`config.mk`:
```
export PLATFORM = sky130hd
export DESIGN_NAME = battery_soc_interpolator_top
export DESIGN_NICKNAME = d
export VERILOG_FILES = /design/src/rtl/bsoc_pkg.sv /design/src/rtl/bsoc_locate.sv /design/src/rtl/bsoc_div.sv /design/src/rtl/battery_soc_interpolator_top.sv
export SDC_FILE = /design/constraint.sdc
export NUM_CORES = 2
export LEC_CHECK = 0
export ABC_AREA = 1
export BUFFER_PORTS_ARGS = -buffer_cell sky130_fd_sc_hd__buf_2
export CORE_AREA = 8 8 318 320
export CTS_CLUSTER_DIAMETER = 50
export CTS_CLUSTER_SIZE = 10
export DETAILED_ROUTE_END_ITERATION = 12
export DIE_AREA = 0 0 326 328
export GPL_TIMING_DRIVEN = 0
export SLEW_MARGIN = 10
export SYNTH_ARGS = -nofsm -noshare
export SYNTH_HDL_FRONTEND = slang
export SYNTH_SLANG_ARGS = --single-unit
export TNS_END_PERCENT = 100
```
`constraint.sdc`:
```
create_clock -name clk -period 6.5 [get_ports clk]
set_input_delay 0.975 -clock clk [delete_from_list [all_inputs] [get_ports clk]]
set_output_delay 0.975 -clock clk [all_outputs]
set_load 0.05 [all_outputs]
```
`src/rtl/bsoc_pkg.sv`:
```
// ----------------------------------------------------------------------------
// bsoc_pkg: shared types and constants
// Discharge-curve table, field widths and pipeline control struct for the
// battery state-of-charge interpolator.
// ----------------------------------------------------------------------------
package bsoc_pkg;

	// table geometry
	localparam int TABLE_POINTS = 11;
	localparam int SEGS         = TABLE_POINTS - 1;
	localparam int SOC_FULL     = 1000;
	localparam int SEG_SPAN     = SOC_FULL / SEGS;

	// field and datapath widths
	localparam int PACK_W  = 17;  // pack voltage, mV
	localparam int CNT_W   = 6;   // series cell count
	localparam int MV_W    = 13;  // one table point, mV
	localparam int TH_W    = 19;  // table point times cell count
	localparam int DIFF_W  = 9;   // widest segment drop, mV
	localparam int SPAN_W  = 15;  // segment drop times cell count
	localparam int NUM_W   = 22;  // offset into segment times SEG_SPAN
	localparam int Q_W     = 7;   // per-mille within one segment
	localparam int SOC_W   = 10;
	localparam int SEG_W   = 4;

	localparam logic [CNT_W-1:0] CELL_COUNT_RESET = CNT_W'(12);

	// front stages, divider stages, output register
	localparam int FRONT_STAGES = 5;
	localparam int PIPE_LATENCY = FRONT_STAGES + Q_W + 1;

	typedef struct packed {
		logic             valid;
		logic             top;   // at or above the highest point
		logic             bot;   // at or below the lowest point
		logic [SEG_W-1:0] seg;
		logic [SOC_W-1:0] base;  // per-mille at the lower end of the segment
	} bsoc_ctl_t;

	// discharge curve, highest point first
	function automatic logic [MV_W-1:0] curve_mv(input int idx);
		logic [MV_W-1:0] v;
		case (idx)
			0:       v = MV_W'(4200);
			1:       v = MV_W'(4054);
			2:       v = MV_W'(4010);
			3:       v = MV_W'(3908);
			4:       v = MV_W'(3827);
			5:       v = MV_W'(3740);
			6:       v = MV_W'(3651);
			7:       v = MV_W'(3571);
			8:       v = MV_W'(3485);
			9:       v = MV_W'(3380);
			10:      v = MV_W'(3000);
			default: v = '0;
		endcase
		return v;
	endfunction

	function automatic logic [DIFF_W-1:0] curve_diff(input int seg);
		logic [MV_W-1:0] d;
		d = curve_mv(seg) - curve_mv(seg + 1);
		return d[DIFF_W-1:0];
	endfunction

endpackage

```
`src/rtl/bsoc_locate.sv`:
```
// ----------------------------------------------------------------------------
// bsoc_locate: segment search and span setup
// Scales the table by the cell count, finds the segment that holds the pack
// voltage and forms the division operands for the in-segment fraction.
// ----------------------------------------------------------------------------
module bsoc_locate (
	input  logic                           clk,
	input  logic                           arst_n,
	input  logic                           in_valid,
	input  logic [bsoc_pkg::PACK_W-1:0]    pack_voltage_mv,
	input  logic [bsoc_pkg::CNT_W-1:0]     cell_count,
	output bsoc_pkg::bsoc_ctl_t            ctl,
	output logic [bsoc_pkg::NUM_W-1:0]     num,
	output logic [bsoc_pkg::SPAN_W-1:0]    den
);

	localparam int TP = bsoc_pkg::TABLE_POINTS;

	// stage 1
	logic                          valid_s1;
	logic [bsoc_pkg::PACK_W-1:0]   pack_s1;

	// stage 2
	logic                          valid_s2;
	logic [bsoc_pkg::PACK_W-1:0]   pack_s2;
	logic [bsoc_pkg::CNT_W-1:0]    n_s2;
	logic [TP-1:0]                 gt_s2;
	logic                          top_s2;

	// stage 3
	logic                          valid_s3;
	logic                          top_s3;
	logic                          bot_s3;
	logic [bsoc_pkg::SEG_W-1:0]    seg_s3;
	logic [bsoc_pkg::PACK_W-1:0]   pack_s3;
	logic [bsoc_pkg::CNT_W-1:0]    n_s3;

	// stage 4
	bsoc_pkg::bsoc_ctl_t           ctl_s4;
	logic [bsoc_pkg::SPAN_W-1:0]   r_s4;
	logic [bsoc_pkg::SPAN_W-1:0]   p_s4;

	// stage 5
	bsoc_pkg::bsoc_ctl_t           ctl_s5;
	logic [bsoc_pkg::SPAN_W-1:0]   r_s5;
	logic [bsoc_pkg::NUM_W-1:0]    num_s5;

	logic [bsoc_pkg::CNT_W-1:0]    n_c;
	logic [bsoc_pkg::TH_W-1:0]     th_c [TP];
	logic [TP-1:0]                 gt_c;
	logic                          top_c;
	logic [bsoc_pkg::SEG_W-1:0]    seg_c;
	logic [bsoc_pkg::TH_W-1:0]     lo_c;
	logic [bsoc_pkg::TH_W-1:0]     off_c;
	logic [bsoc_pkg::SPAN_W-1:0]   r_c;
	logic [bsoc_pkg::SOC_W-1:0]    base_c;

	// a cell count of zero counts as one cell
	assign n_c = (cell_count == '0) ? bsoc_pkg::CNT_W'(1) : cell_count;

	always_comb begin
		for (int i = 0; i < TP; i++) begin
			th_c[i] = bsoc_pkg::TH_W'(bsoc_pkg::curve_mv(i)) * bsoc_pkg::TH_W'(n_c);
			gt_c[i] = bsoc_pkg::TH_W'(pack_s1) > th_c[i];
		end
		top_c = bsoc_pkg::TH_W'(pack_s1) >= th_c[0];
	end

	// gt is a thermometer code; the segment sits at its edge
	always_comb begin
		seg_c = bsoc_pkg::SEG_W'(bsoc_pkg::SEGS - 1);
		for (int j = 0; j < bsoc_pkg::SEGS; j++) begin
			if (!gt_s2[j] && gt_s2[j+1]) begin
				seg_c = bsoc_pkg::SEG_W'(j);
			end
		end
	end

	always_comb begin
		lo_c   = bsoc_pkg::TH_W'(bsoc_pkg::curve_mv(int'(seg_s3) + 1)) *
		         bsoc_pkg::TH_W'(n_s3);
		off_c  = bsoc_pkg::TH_W'(pack_s3) - lo_c;
		r_c    = bsoc_pkg::SPAN_W'(bsoc_pkg::curve_diff(int'(seg_s3))) *
		         bsoc_pkg::SPAN_W'(n_s3);
		base_c = bsoc_pkg::SOC_W'((bsoc_pkg::SEGS - 1 - int'(seg_s3)) * bsoc_pkg::SEG_SPAN);
	end

	always_ff @(posedge clk or negedge arst_n) begin
		if (!arst_n) begin
			valid_s1 <= 1'b0;
			valid_s2 <= 1'b0;
			valid_s3 <= 1'b0;
			ctl_s4   <= '0;
			ctl_s5   <= '0;
		end else begin
			valid_s1     <= in_valid;
			valid_s2     <= valid_s1;
			valid_s3     <= valid_s2;
			ctl_s4.valid <= valid_s3;
			ctl_s4.top   <= top_s3;
			ctl_s4.bot   <= bot_s3;
			ctl_s4.seg   <= seg_s3;
			ctl_s4.base  <= base_c;
			ctl_s5       <= ctl_s4;
		end
	end

	always_ff @(posedge clk) begin
		pack_s1 <= pack_voltage_mv;

		pack_s2 <= pack_s1;
		n_s2    <= n_c;
		gt_s2   <= gt_c;
		top_s2  <= top_c;

		top_s3  <= top_s2;
		bot_s3  <= !gt_s2[TP-1];
		seg_s3  <= seg_c;
		pack_s3 <= pack_s2;
		n_s3    <= n_s2;

		r_s4    <= r_c;
		p_s4    <= off_c[bsoc_pkg::SPAN_W-1:0];

		r_s5    <= r_s4;
		num_s5  <= bsoc_pkg::NUM_W'(p_s4) * bsoc_pkg::NUM_W'(bsoc_pkg::SEG_SPAN);
	end

	assign ctl = ctl_s5;
	assign num = num_s5;
	assign den = r_s5;

endmodule

```
`src/rtl/bsoc_div.sv`:
```
// ----------------------------------------------------------------------------
// bsoc_div: pipelined restoring divider
// One quotient bit per stage; control travels alongside each operand pair.
// ----------------------------------------------------------------------------
module bsoc_div (
	input  logic                           clk,
	input  logic                           arst_n,
	input  bsoc_pkg::bsoc_ctl_t            ctl_in,
	input  logic [bsoc_pkg::NUM_W-1:0]     num,
	input  logic [bsoc_pkg::SPAN_W-1:0]    den,
	output bsoc_pkg::bsoc_ctl_t            ctl_out,
	output logic [bsoc_pkg::Q_W-1:0]       quot
);

	localparam int QW = bsoc_pkg::Q_W;

	// index k is the register after stage k; the last stage keeps no remainder
	bsoc_pkg::bsoc_ctl_t           ctl_stg  [QW];
	logic [bsoc_pkg::NUM_W-1:0]    rem_stg  [QW-1];
	logic [bsoc_pkg::SPAN_W-1:0]   den_stg  [QW-1];
	logic [QW-1:0]                 quot_stg [QW];

	for (genvar k = 0; k < QW; k++) begin : g_stage
		localparam int B = QW - 1 - k;

		bsoc_pkg::bsoc_ctl_t         ctl_d;
		logic [bsoc_pkg::NUM_W-1:0]  rem_d;
		logic [bsoc_pkg::SPAN_W-1:0] den_d;
		logic [QW-1:0]               quot_d;
		logic [bsoc_pkg::NUM_W-1:0]  dvs;
		logic                        fit;

		if (k == 0) begin : g_head
			assign ctl_d  = ctl_in;
			assign rem_d  = num;
			assign den_d  = den;
			assign quot_d = '0;
		end else begin : g_link
			assign ctl_d  = ctl_stg[k-1];
			assign rem_d  = rem_stg[k-1];
			assign den_d  = den_stg[k-1];
			assign quot_d = quot_stg[k-1];
		end

		assign dvs = bsoc_pkg::NUM_W'(den_d) << B;
		assign fit = rem_d >= dvs;

		always_ff @(posedge clk or negedge arst_n) begin
			if (!arst_n) begin
				ctl_stg[k] <= '0;
			end else begin
				ctl_stg[k] <= ctl_d;
			end
		end

		always_ff @(posedge clk) begin
			quot_stg[k] <= {quot_d[QW-2:0], fit};
		end

		if (k < QW - 1) begin : g_carry
			always_ff @(posedge clk) begin
				den_stg[k] <= den_d;
				rem_stg[k] <= fit ? (rem_d - dvs) : rem_d;
			end
		end
	end

	assign ctl_out = ctl_stg[QW-1];
	assign quot    = quot_stg[QW-1];

endmodule

```
`src/rtl/battery_soc_interpolator_top.sv`:
```
// ----------------------------------------------------------------------------
// battery_soc_interpolator_top: battery state-of-charge lookup
// Pack voltage in, per-mille state of charge out, by linear interpolation on
// a fixed discharge curve scaled by the configured series cell count.
// ----------------------------------------------------------------------------
// A new sample is taken in every clock cycle (start while busy is low) and
// its result appears on done after the segment search and operand setup
// stages, the one-bit-per-stage quotient pipeline and one output register.
// busy is high only during reset and until the first clock edge after reset
// is released. Results are shown for one cycle on the done strobe and cannot
// be held off. Write cell_count only while no sample is in flight.
module battery_soc_interpolator_top (
	input  logic                           clk,
	input  logic                           arst_n,
	input  logic                           start,
	output logic                           busy,
	input  logic [bsoc_pkg::PACK_W-1:0]    pack_voltage_mv,
	input  logic                           cfg_write,
	input  logic [bsoc_pkg::CNT_W-1:0]     cfg_data,
	output logic                           done,
	output logic [bsoc_pkg::SOC_W-1:0]     soc_permille,
	output logic [bsoc_pkg::SEG_W-1:0]     segment_index,
	output logic                           out_of_range
);

	logic [bsoc_pkg::CNT_W-1:0]    cell_count_q;
	logic                          busy_q;
	logic                          done_q;
	logic [bsoc_pkg::SOC_W-1:0]    soc_q;
	logic [bsoc_pkg::SEG_W-1:0]    seg_q;
	logic                          oor_q;

	bsoc_pkg::bsoc_ctl_t           loc_ctl;
	logic [bsoc_pkg::NUM_W-1:0]    loc_num;
	logic [bsoc_pkg::SPAN_W-1:0]   loc_den;
	bsoc_pkg::bsoc_ctl_t           div_ctl;
	logic [bsoc_pkg::Q_W-1:0]      div_quot;
	logic                          accept;

	assign accept = start && !busy_q;

	always_ff @(posedge clk or negedge arst_n) begin
		if (!arst_n) begin
			cell_count_q <= bsoc_pkg::CELL_COUNT_RESET;
			busy_q       <= 1'b1;
			done_q       <= 1'b0;
		end else begin
			if (cfg_write) begin
				cell_count_q <= cfg_data;
			end
			busy_q <= 1'b0;
			done_q <= div_ctl.valid;
		end
	end

	bsoc_locate u_locate (
		.clk             (clk),
		.arst_n          (arst_n),
		.in_valid        (accept),
		.pack_voltage_mv (pack_voltage_mv),
		.cell_count      (cell_count_q),
		.ctl             (loc_ctl),
		.num             (loc_num),
		.den             (loc_den)
	);

	bsoc_div u_div (
		.clk     (clk),
		.arst_n  (arst_n),
		.ctl_in  (loc_ctl),
		.num     (loc_num),
		.den     (loc_den),
		.ctl_out (div_ctl),
		.quot    (div_quot)
	);

	// clamp to the table ends, otherwise segment base plus fraction
	always_ff @(posedge clk) begin
		if (div_ctl.top) begin
			soc_q <= bsoc_pkg::SOC_W'(bsoc_pkg::SOC_FULL);
			seg_q <= '0;
		end else if (div_ctl.bot) begin
			soc_q <= '0;
			seg_q <= bsoc_pkg::SEG_W'(bsoc_pkg::SEGS - 1);
		end else begin
			soc_q <= div_ctl.base + bsoc_pkg::SOC_W'(div_quot);
			seg_q <= div_ctl.seg;
		end
		oor_q <= div_ctl.top || div_ctl.bot;
	end

	assign busy          = busy_q;
	assign done          = done_q;
	assign soc_permille  = soc_q;
	assign segment_index = seg_q;
	assign out_of_range  = oor_q;

endmodule

```
After elaboration in Yosys (flattened, before gate mapping)
Memories as Yosys holds them, arrays and structs flattened. Index checks and enable logic that the tools add are counted. W data, S select, Z words.

Add/subtract/negate cells: 11. Multipliers: 15. Divide/modulo/power cells: 0. $lt $le $gt $ge: 19. Equal/unequal tests: 0. Shift-type cells: 0. Muxes and demuxes: 20. Bitwise operators: 0. Reduce and logical (&&, ||, !) cells: 28.

Operators by type and width (number): $gt A17 B18 Y1 (10); $mux W22 (6); $mul A12 B6 Y18 const A (4); $mul A10 B6 Y16 const A (4); $mux W4 (9); $mul A11 B6 Y17 const A (2); $mul A32 B6 Y8 const B (1); $logic_not A28 Y1 (1); $ge A22 B15 Y1 (1); $ge A22 B16 Y1 (1); $ge A22 B17 Y1 (1); $ge A22 B18 Y1 (1); $ge A22 B19 Y1 (1); $ge A22 B20 Y1 (1); $ge A22 B21 Y1 (1); $sub A22 B16 Y22 (1); $sub A22 B17 Y22 (1); $sub A22 B18 Y22 (1); $sub A22 B19 Y22 (1); $sub A22 B20 Y22 (1); $sub A22 B21 Y22 (1); $mul A15 B5 Y20 const B (1); $ge A17 B19 Y1 (1); $gt A17 B19 Y1 (1); other kinds (18) (40).

Register bits after elaboration: 303. Bits in latches: 0. Bits in writable memories: 271. Bits in read-only memories: 624. Input bits: 27. Memories kept: 6.

Memory list: (name not given) (words 16, width 13, read ports 1, clocked after memory_dff 0, write ports 0, RTL line bsoc_pkg.sv:43) `case (idx)`; (name not given) (words 16, width 13, read ports 1, clocked after memory_dff 0, write ports 0, RTL line bsoc_pkg.sv:43); (name not given) (words 16, width 13, read ports 1, clocked after memory_dff 0, write ports 0, RTL line bsoc_pkg.sv:43); u_div.rem_stg (words 6, width 22, read ports 6, clocked after memory_dff 0, write ports 6, RTL line bsoc_div.sv:19) `logic [bsoc_pkg::NUM_W-1:0] rem_stg [QW-1];`; u_div.den_stg (words 6, width 15, read ports 6, clocked after memory_dff 0, write ports 6, RTL line bsoc_div.sv:20) `logic [bsoc_pkg::SPAN_W-1:0] den_stg [QW-1];`; u_div.quot_stg (words 7, width 7, read ports 7, clocked after memory_dff 0, write ports 7, RTL line bsoc_div.sv:21) `logic [QW-1:0] quot_stg [QW];`.

Longest topological paths before layout
Depth in word-level cells: 11. Gate-level depth with buffers: 35. Gate-level depth less buffers: 35.

Modules after synthesis
From an unflattened synthesis, not the netlist that was laid out.

Cell total of the unflattened synthesis: 5097. Area total of the unflattened synthesis: 40620.2 sq um.

Modules (own cells, without submodules): bsoc_locate (instances 1, cells each 2828, area an instance 22700.5 sq um, seq. area each 3618.5 sq um); bsoc_div (instances 1, cells each 2136, area an instance 16807.4 sq um, seq. area each 7982.7 sq um); battery_soc_interpolator_top (instances 1, cells each 133, area an instance 1112.3 sq um, seq. area each 504.2 sq um).

Worst setup path before layout
No wires, ideal clock.

Kind: register -> register. Start: reg u_locate.seg_s3[1] in the netlist's numbering. End: reg u_locate.r_s4[12] in the netlist's numbering. Data arrival time: 6.069 ns. Required time: 6.428 ns. Slack: 0.359 ns. Cell stages (with the launch flop): 30. Path buffers: 1. Period minus slack after synthesis: 6.141 ns. Cell sequence: dfxtp_1 ha_1 inv_1 ha_1 buf_2 nor2_1 a21oi_1 nor3_1 inv_1 ha_1 inv_1 o21ai_0 a21oi_1 o21ai_0 xor2_1 nor2_1 fa_1 fa_1 inv_1 fa_1 inv_1 ha_1 a21oi_1 o21ai_0 a21oi_1 o21ai_0 nand2_1 nand2_1 a21oi_1 xnor2_1.

Word-level cells in the longest chain between the ends: 5.

Ends and longest elaborated chain: start: declaration (RTL line bsoc_locate.sv:34) `logic [bsoc_pkg::SEG_W-1:0] seg_s3;`; start signal: assignment (RTL line bsoc_locate.sv:118) `seg_s3 <= seg_c;`; $add A4 B1 Y5 (RTL line bsoc_pkg.sv:62) `d = curve_mv(seg) - curve_mv(seg + 1);`; $mem_v2 Z16 W13 / $logic_not A28 Y1 (equally long branches); $mux W9 (RTL line bsoc_pkg.sv:43); $sub A9 B9 Y9 * (RTL line bsoc_pkg.sv:62); $mul A9 B6 Y15 * (RTL line bsoc_locate.sv:83) `r_c = bsoc_pkg::SPAN_W'(bsoc_pkg::curve_diff(int'(seg_s3))) *`; named net u_locate.r_c, one bit (RTL line bsoc_locate.sv:55) `logic [bsoc_pkg::SPAN_W-1:0] r_c;`; end signal: assignment (RTL line bsoc_locate.sv:122) `r_s4 <= r_c;`; end: declaration (RTL line bsoc_locate.sv:40) `logic [bsoc_pkg::SPAN_W-1:0] r_s4;`.

The timed path passes the listed nets; every way through them passes the cells marked *. A chain may end at the register's enable or synchronous reset.

Worst setup path after layout
Start: reg cell_count_q[5] in the netlist's numbering. End: reg u_locate.gt_s2[8].

Word-level cells in the longest chain between the ends: 4.

Ends and longest elaborated chain: start: declaration (RTL line battery_soc_interpolator_top.sv:26) `logic [bsoc_pkg::CNT_W-1:0] cell_count_q;`; start signal: assignment (RTL line battery_soc_interpolator_top.sv:44) `cell_count_q <= bsoc_pkg::CELL_COUNT_RESET;`; start signal: assignment (RTL line battery_soc_interpolator_top.sv:49) `cell_count_q <= cfg_data;`; $logic_not A6 Y1 (RTL line bsoc_locate.sv:59) `assign n_c = (cell_count == '0) ? bsoc_pkg::CNT_W'(1) : cell_count;`; $mux W6 (RTL line bsoc_locate.sv:59); named net u_locate.n_c, one bit (RTL line bsoc_locate.sv:48) `logic [bsoc_pkg::CNT_W-1:0] n_c;`; $mul A12 B6 Y18 (RTL line bsoc_locate.sv:63) `th_c[i] = bsoc_pkg::TH_W'(bsoc_pkg::curve_mv(i)) * bsoc_pkg::TH_W'(n_c);`; $gt A17 B18 Y1 (RTL line bsoc_locate.sv:64) `gt_c[i] = bsoc_pkg::TH_W'(pack_s1) > th_c[i];`; named net u_locate.gt_c[8] (RTL line bsoc_locate.sv:50) `logic [TP-1:0] gt_c;`; end signal: assignment (RTL line bsoc_locate.sv:113) `gt_s2 <= gt_c;`; end: declaration (RTL line bsoc_locate.sv:27) `logic [TP-1:0] gt_s2;`.

The timed path passes the listed nets, and every way through them passes these cells.

==> impl_metrics.json <==
{
  "outcome": "finished clean",
  "ys_top_cells_by_count": "846 x nand2_1, 799 x inv_1, 573 x ha_1",
  "r2r-start": "cell_count_q[5]$_DFFE_PN0P_",
  "synth-edff-count": 0,
  "grt-ovfl-total": 0,
  "root_buffer": "clkbuf_16",
  "timing.final.crit_share_pct": 95.6,
  "grt_pass1_wl_mm": 155,
  "fin_crit_ns": 6.21,
  "yosys_register_bits": 533,
  "holdWs_ns": 0.295,
  "wirelength_mm": 97.8,
  "finalHoldViolCount": 0,
  "antenna_found_initial": 1,
  "synthFlopType": "dfxtp_1",
  "critPathLaunch": "cell_count_q[5]$_DFFE_PN0P_",
  "r2r_end": "u_locate.gt_s2[8]$_DFF_P_",
  "cts_buffer_depth": 3,
  "vias": 29600,
  "ys_types": 66,
  "cp_common_cell": "nand2_1",
  "die_area_um2": 107000,
  "ys_async_sr_fraction_pct": 25.7,
  "gp_congestion": 0.908,
  "yosys.area.top_type_share_pct": 20.8,
  "start_kind": "flip-flop",
  "drt_iter0_drc": 1718,
  "critical_path_class": "reg -> reg",
  "route.detailed.drc": 0,
  "first_pass_iters": 6,
  "fmax_ghz": 0.161,
  "tightest_slew_ns": 1.23,
  "clk_latency_ns": 0.62,
  "syn_nets": 5344,
  "rrSetupSlack_ns": 0.29,
  "rows": 114,
  "numCtsBuffers": 73,
  "setup_violations": 0,
  "die_y_um": 328,
  "endpoint_kind": "flip-flop",
  "synth_top_area_cell": "dfxtp_1",
  "cts_tree": "done",
  "synth_area_um2": 38100,
  "grt_pass1_vias": 28700,
  "die_w_um": 326,
  "netlist_instances": 4555,
  "rr_worst_depth": 30,
  "yosysSeqAreaShare_pct": 29.8,
  "critical_path_required_ns": 7.00,
  "hp-class": "in -> async",
  "cap_violations": 0,
  "slowest_delay_ns": 0.86,
  "core_area_um2": 96000,
  "finClkSkew_ns": 0.0367,
  "rsz0062_at_grt": "true",
  "cp.arrival_ns": 6.71,
  "drive_gt1_share_pct": 8.15,
  "grt_max_degree": 87,
  "io_buffers": 43,
  "drv_slew": 0,
  "worst-path-max-fanout": 11,
  "ioPinCount": 44,
  "ant_nets": 0,
  "via_per_inst": 4.90,
  "initial_core_util_pct": 39.7,
  "syn2layout_area_growth_pct": 12.6,
  "nets": 5502,
  "cp-endpoint": "u_locate.gt_s2[8]$_DFF_P_",
  "relSlewSlack_pct": 18.1,
  "ys_warn_count": 0,
  "ys_top_cells_by_area": "dfxtp_1 21%, ha_1 19%, fa_1 9.9%",
  "crit_slowest_cell": "fa_2",
  "clkTransAtPathRegs_ns": 0.05,
  "ctsHoldBuffers": 0,
  "wl_per_cell_um": 16.2,
  "hpwl_mm": 78.1,
  "clock-sinks": 533,
  "htree_levels": 3,
  "yosysMostFrequentCell": "nand2_1",
  "postSynthAreaPerCell_um2": 8.36,
  "gr-usage-all-layers_pct": 18.0
}
per-stage QoR:
step	setup WS, ns	cell area [um2]	setup TNS, ns	std cells	utilization, %
after detailed placement	-1.13	40000	-11.12	5877	41.6
after global routing	-0.0961	42900	-0.108	6036	44.7
final	0.287	42900	0	6037	44.7
after global placement	-1.78	39900	-19.45	5874	41.6
after floorplan	0.359	38100	0	4555	-
after CTS	-0.0395	42600	-0.0395	6018	44.4
placed cells by master, fill, tap and decap left out, drive strengths merged, types with 14 or more instances in the layout:
cell type  netlist  routed
nor2           305     305
a31oi           22      22
dfxtp          396     396
nand4           45      45
nand2          859     859
fa             189     189
or2             19      19
nand3          162     162
a21o            28      28
o21ai          215     215
a21oi          306     306
o211ai          15      15
nor3            55      55
xnor2           96      96
a211oi          16      16
dfrtp          134     134
xor2           150     150
ha             573     573
o21bai          31      31
inv            814     820
clkbuf          18     117
buf             22     105
nor4            14      14
what timing repair did:
action | CTS | global route
buffers inserted | 19 | 18
gates resized for setup | 34 | 34
setup endpoints to repair | 22 | 15
pin swaps | 3 | 7
how the worst min path moves through the flow:
stage / from / slack (ns) / end / cells past startpoint
2_1_floorplan: u_div.quot_stg[0][0]$_DFF_P_ / 0.31 / u_div.quot_stg[1][1]$_DFF_P_ / 0
4_1_cts: arst_n / 0.27 / done$_DFF_PN0_ / 1
5_1_grt: arst_n / 0.30 / done$_DFF_PN0_ / 1
3_5_place_dp: u_locate.pack_s2[6]$_DFF_P_ / 0.31 / u_locate.pack_s3[6]$_DFF_P_ / 0
3_3_place_gp: u_locate.n_s2[1]$_DFF_P_ / 0.31 / u_locate.n_s3[1]$_DFF_P_ / 0
6_report: arst_n / 0.29 / u_div.ctl_out[16]$_DFF_PN0_ / 1
worst max-delay path, delay by kind of cell (launching register included):
kind	cells	cell delay [ns]
and+or+nand+nor	12	1.42
buffers and inverters	8	1.15
DFF	1	0.51
xor gates and xnor gates	1	0.11
adders and majority gates	6	2.42
AOI/OAI and AO/OA	3	0.45
layer usage:
metal	part of all wire, %	track usage (%)	vias to the layer above
li1	-	-	15000
met5	0	0	-
met1	45	23.7	13800
met3	4.7	2.13	161
met4	3.2	5.88	0
met2	47	30.8	666
area by class of cell:
cell class | instances | area (um2)
antenna | 1 | 2.50
buffer | 40 | 262
clock buffer | 99 | 1970
clock inverter | 23 | 362
fill | 9462 | 53100
inverter | 815 | 3080
multi-input combinational | 3167 | 23700
sequential | 533 | 11400
tap | 1276 | 1600
timing repair buffer | 83 | 569
registers in the layout, summed over array words and instances (netlist names), 14 cells and up:
signal and count:
u_locate.r_s4 15, u_div.rem_stg 121, u_locate.pack_s1 17, u_locate.ctl 14, u_div.ctl_stg 84, u_div.quot_stg 28, u_locate.num 20, u_locate.ctl_s4 14
u_div.den_stg 90, u_locate.den 15, u_locate.p_s4 15, u_div.ctl_out 14, u_locate.pack_s3 15, u_locate.pack_s2 15
cells by family (layout without fill, tap and decap cells):
group / Yosys count / count (layout) / share of synthesized area, %
flops: 533 / 533 / 29.8
xor+xnor: 246 / 246 / 5.72
other cells: 1 / 2 / 0.00985
fa+ha+maj: 762 / 762 / 28.8
simple gates: 1479 / 1479 / 16.4
buf+inv: 855 / 1060 / 8.74
compound gates: 679 / 679 / 10.5
Power is not shown: default switching activity piles up to over one toggle a cycle in this logic, so the estimate is an artifact.
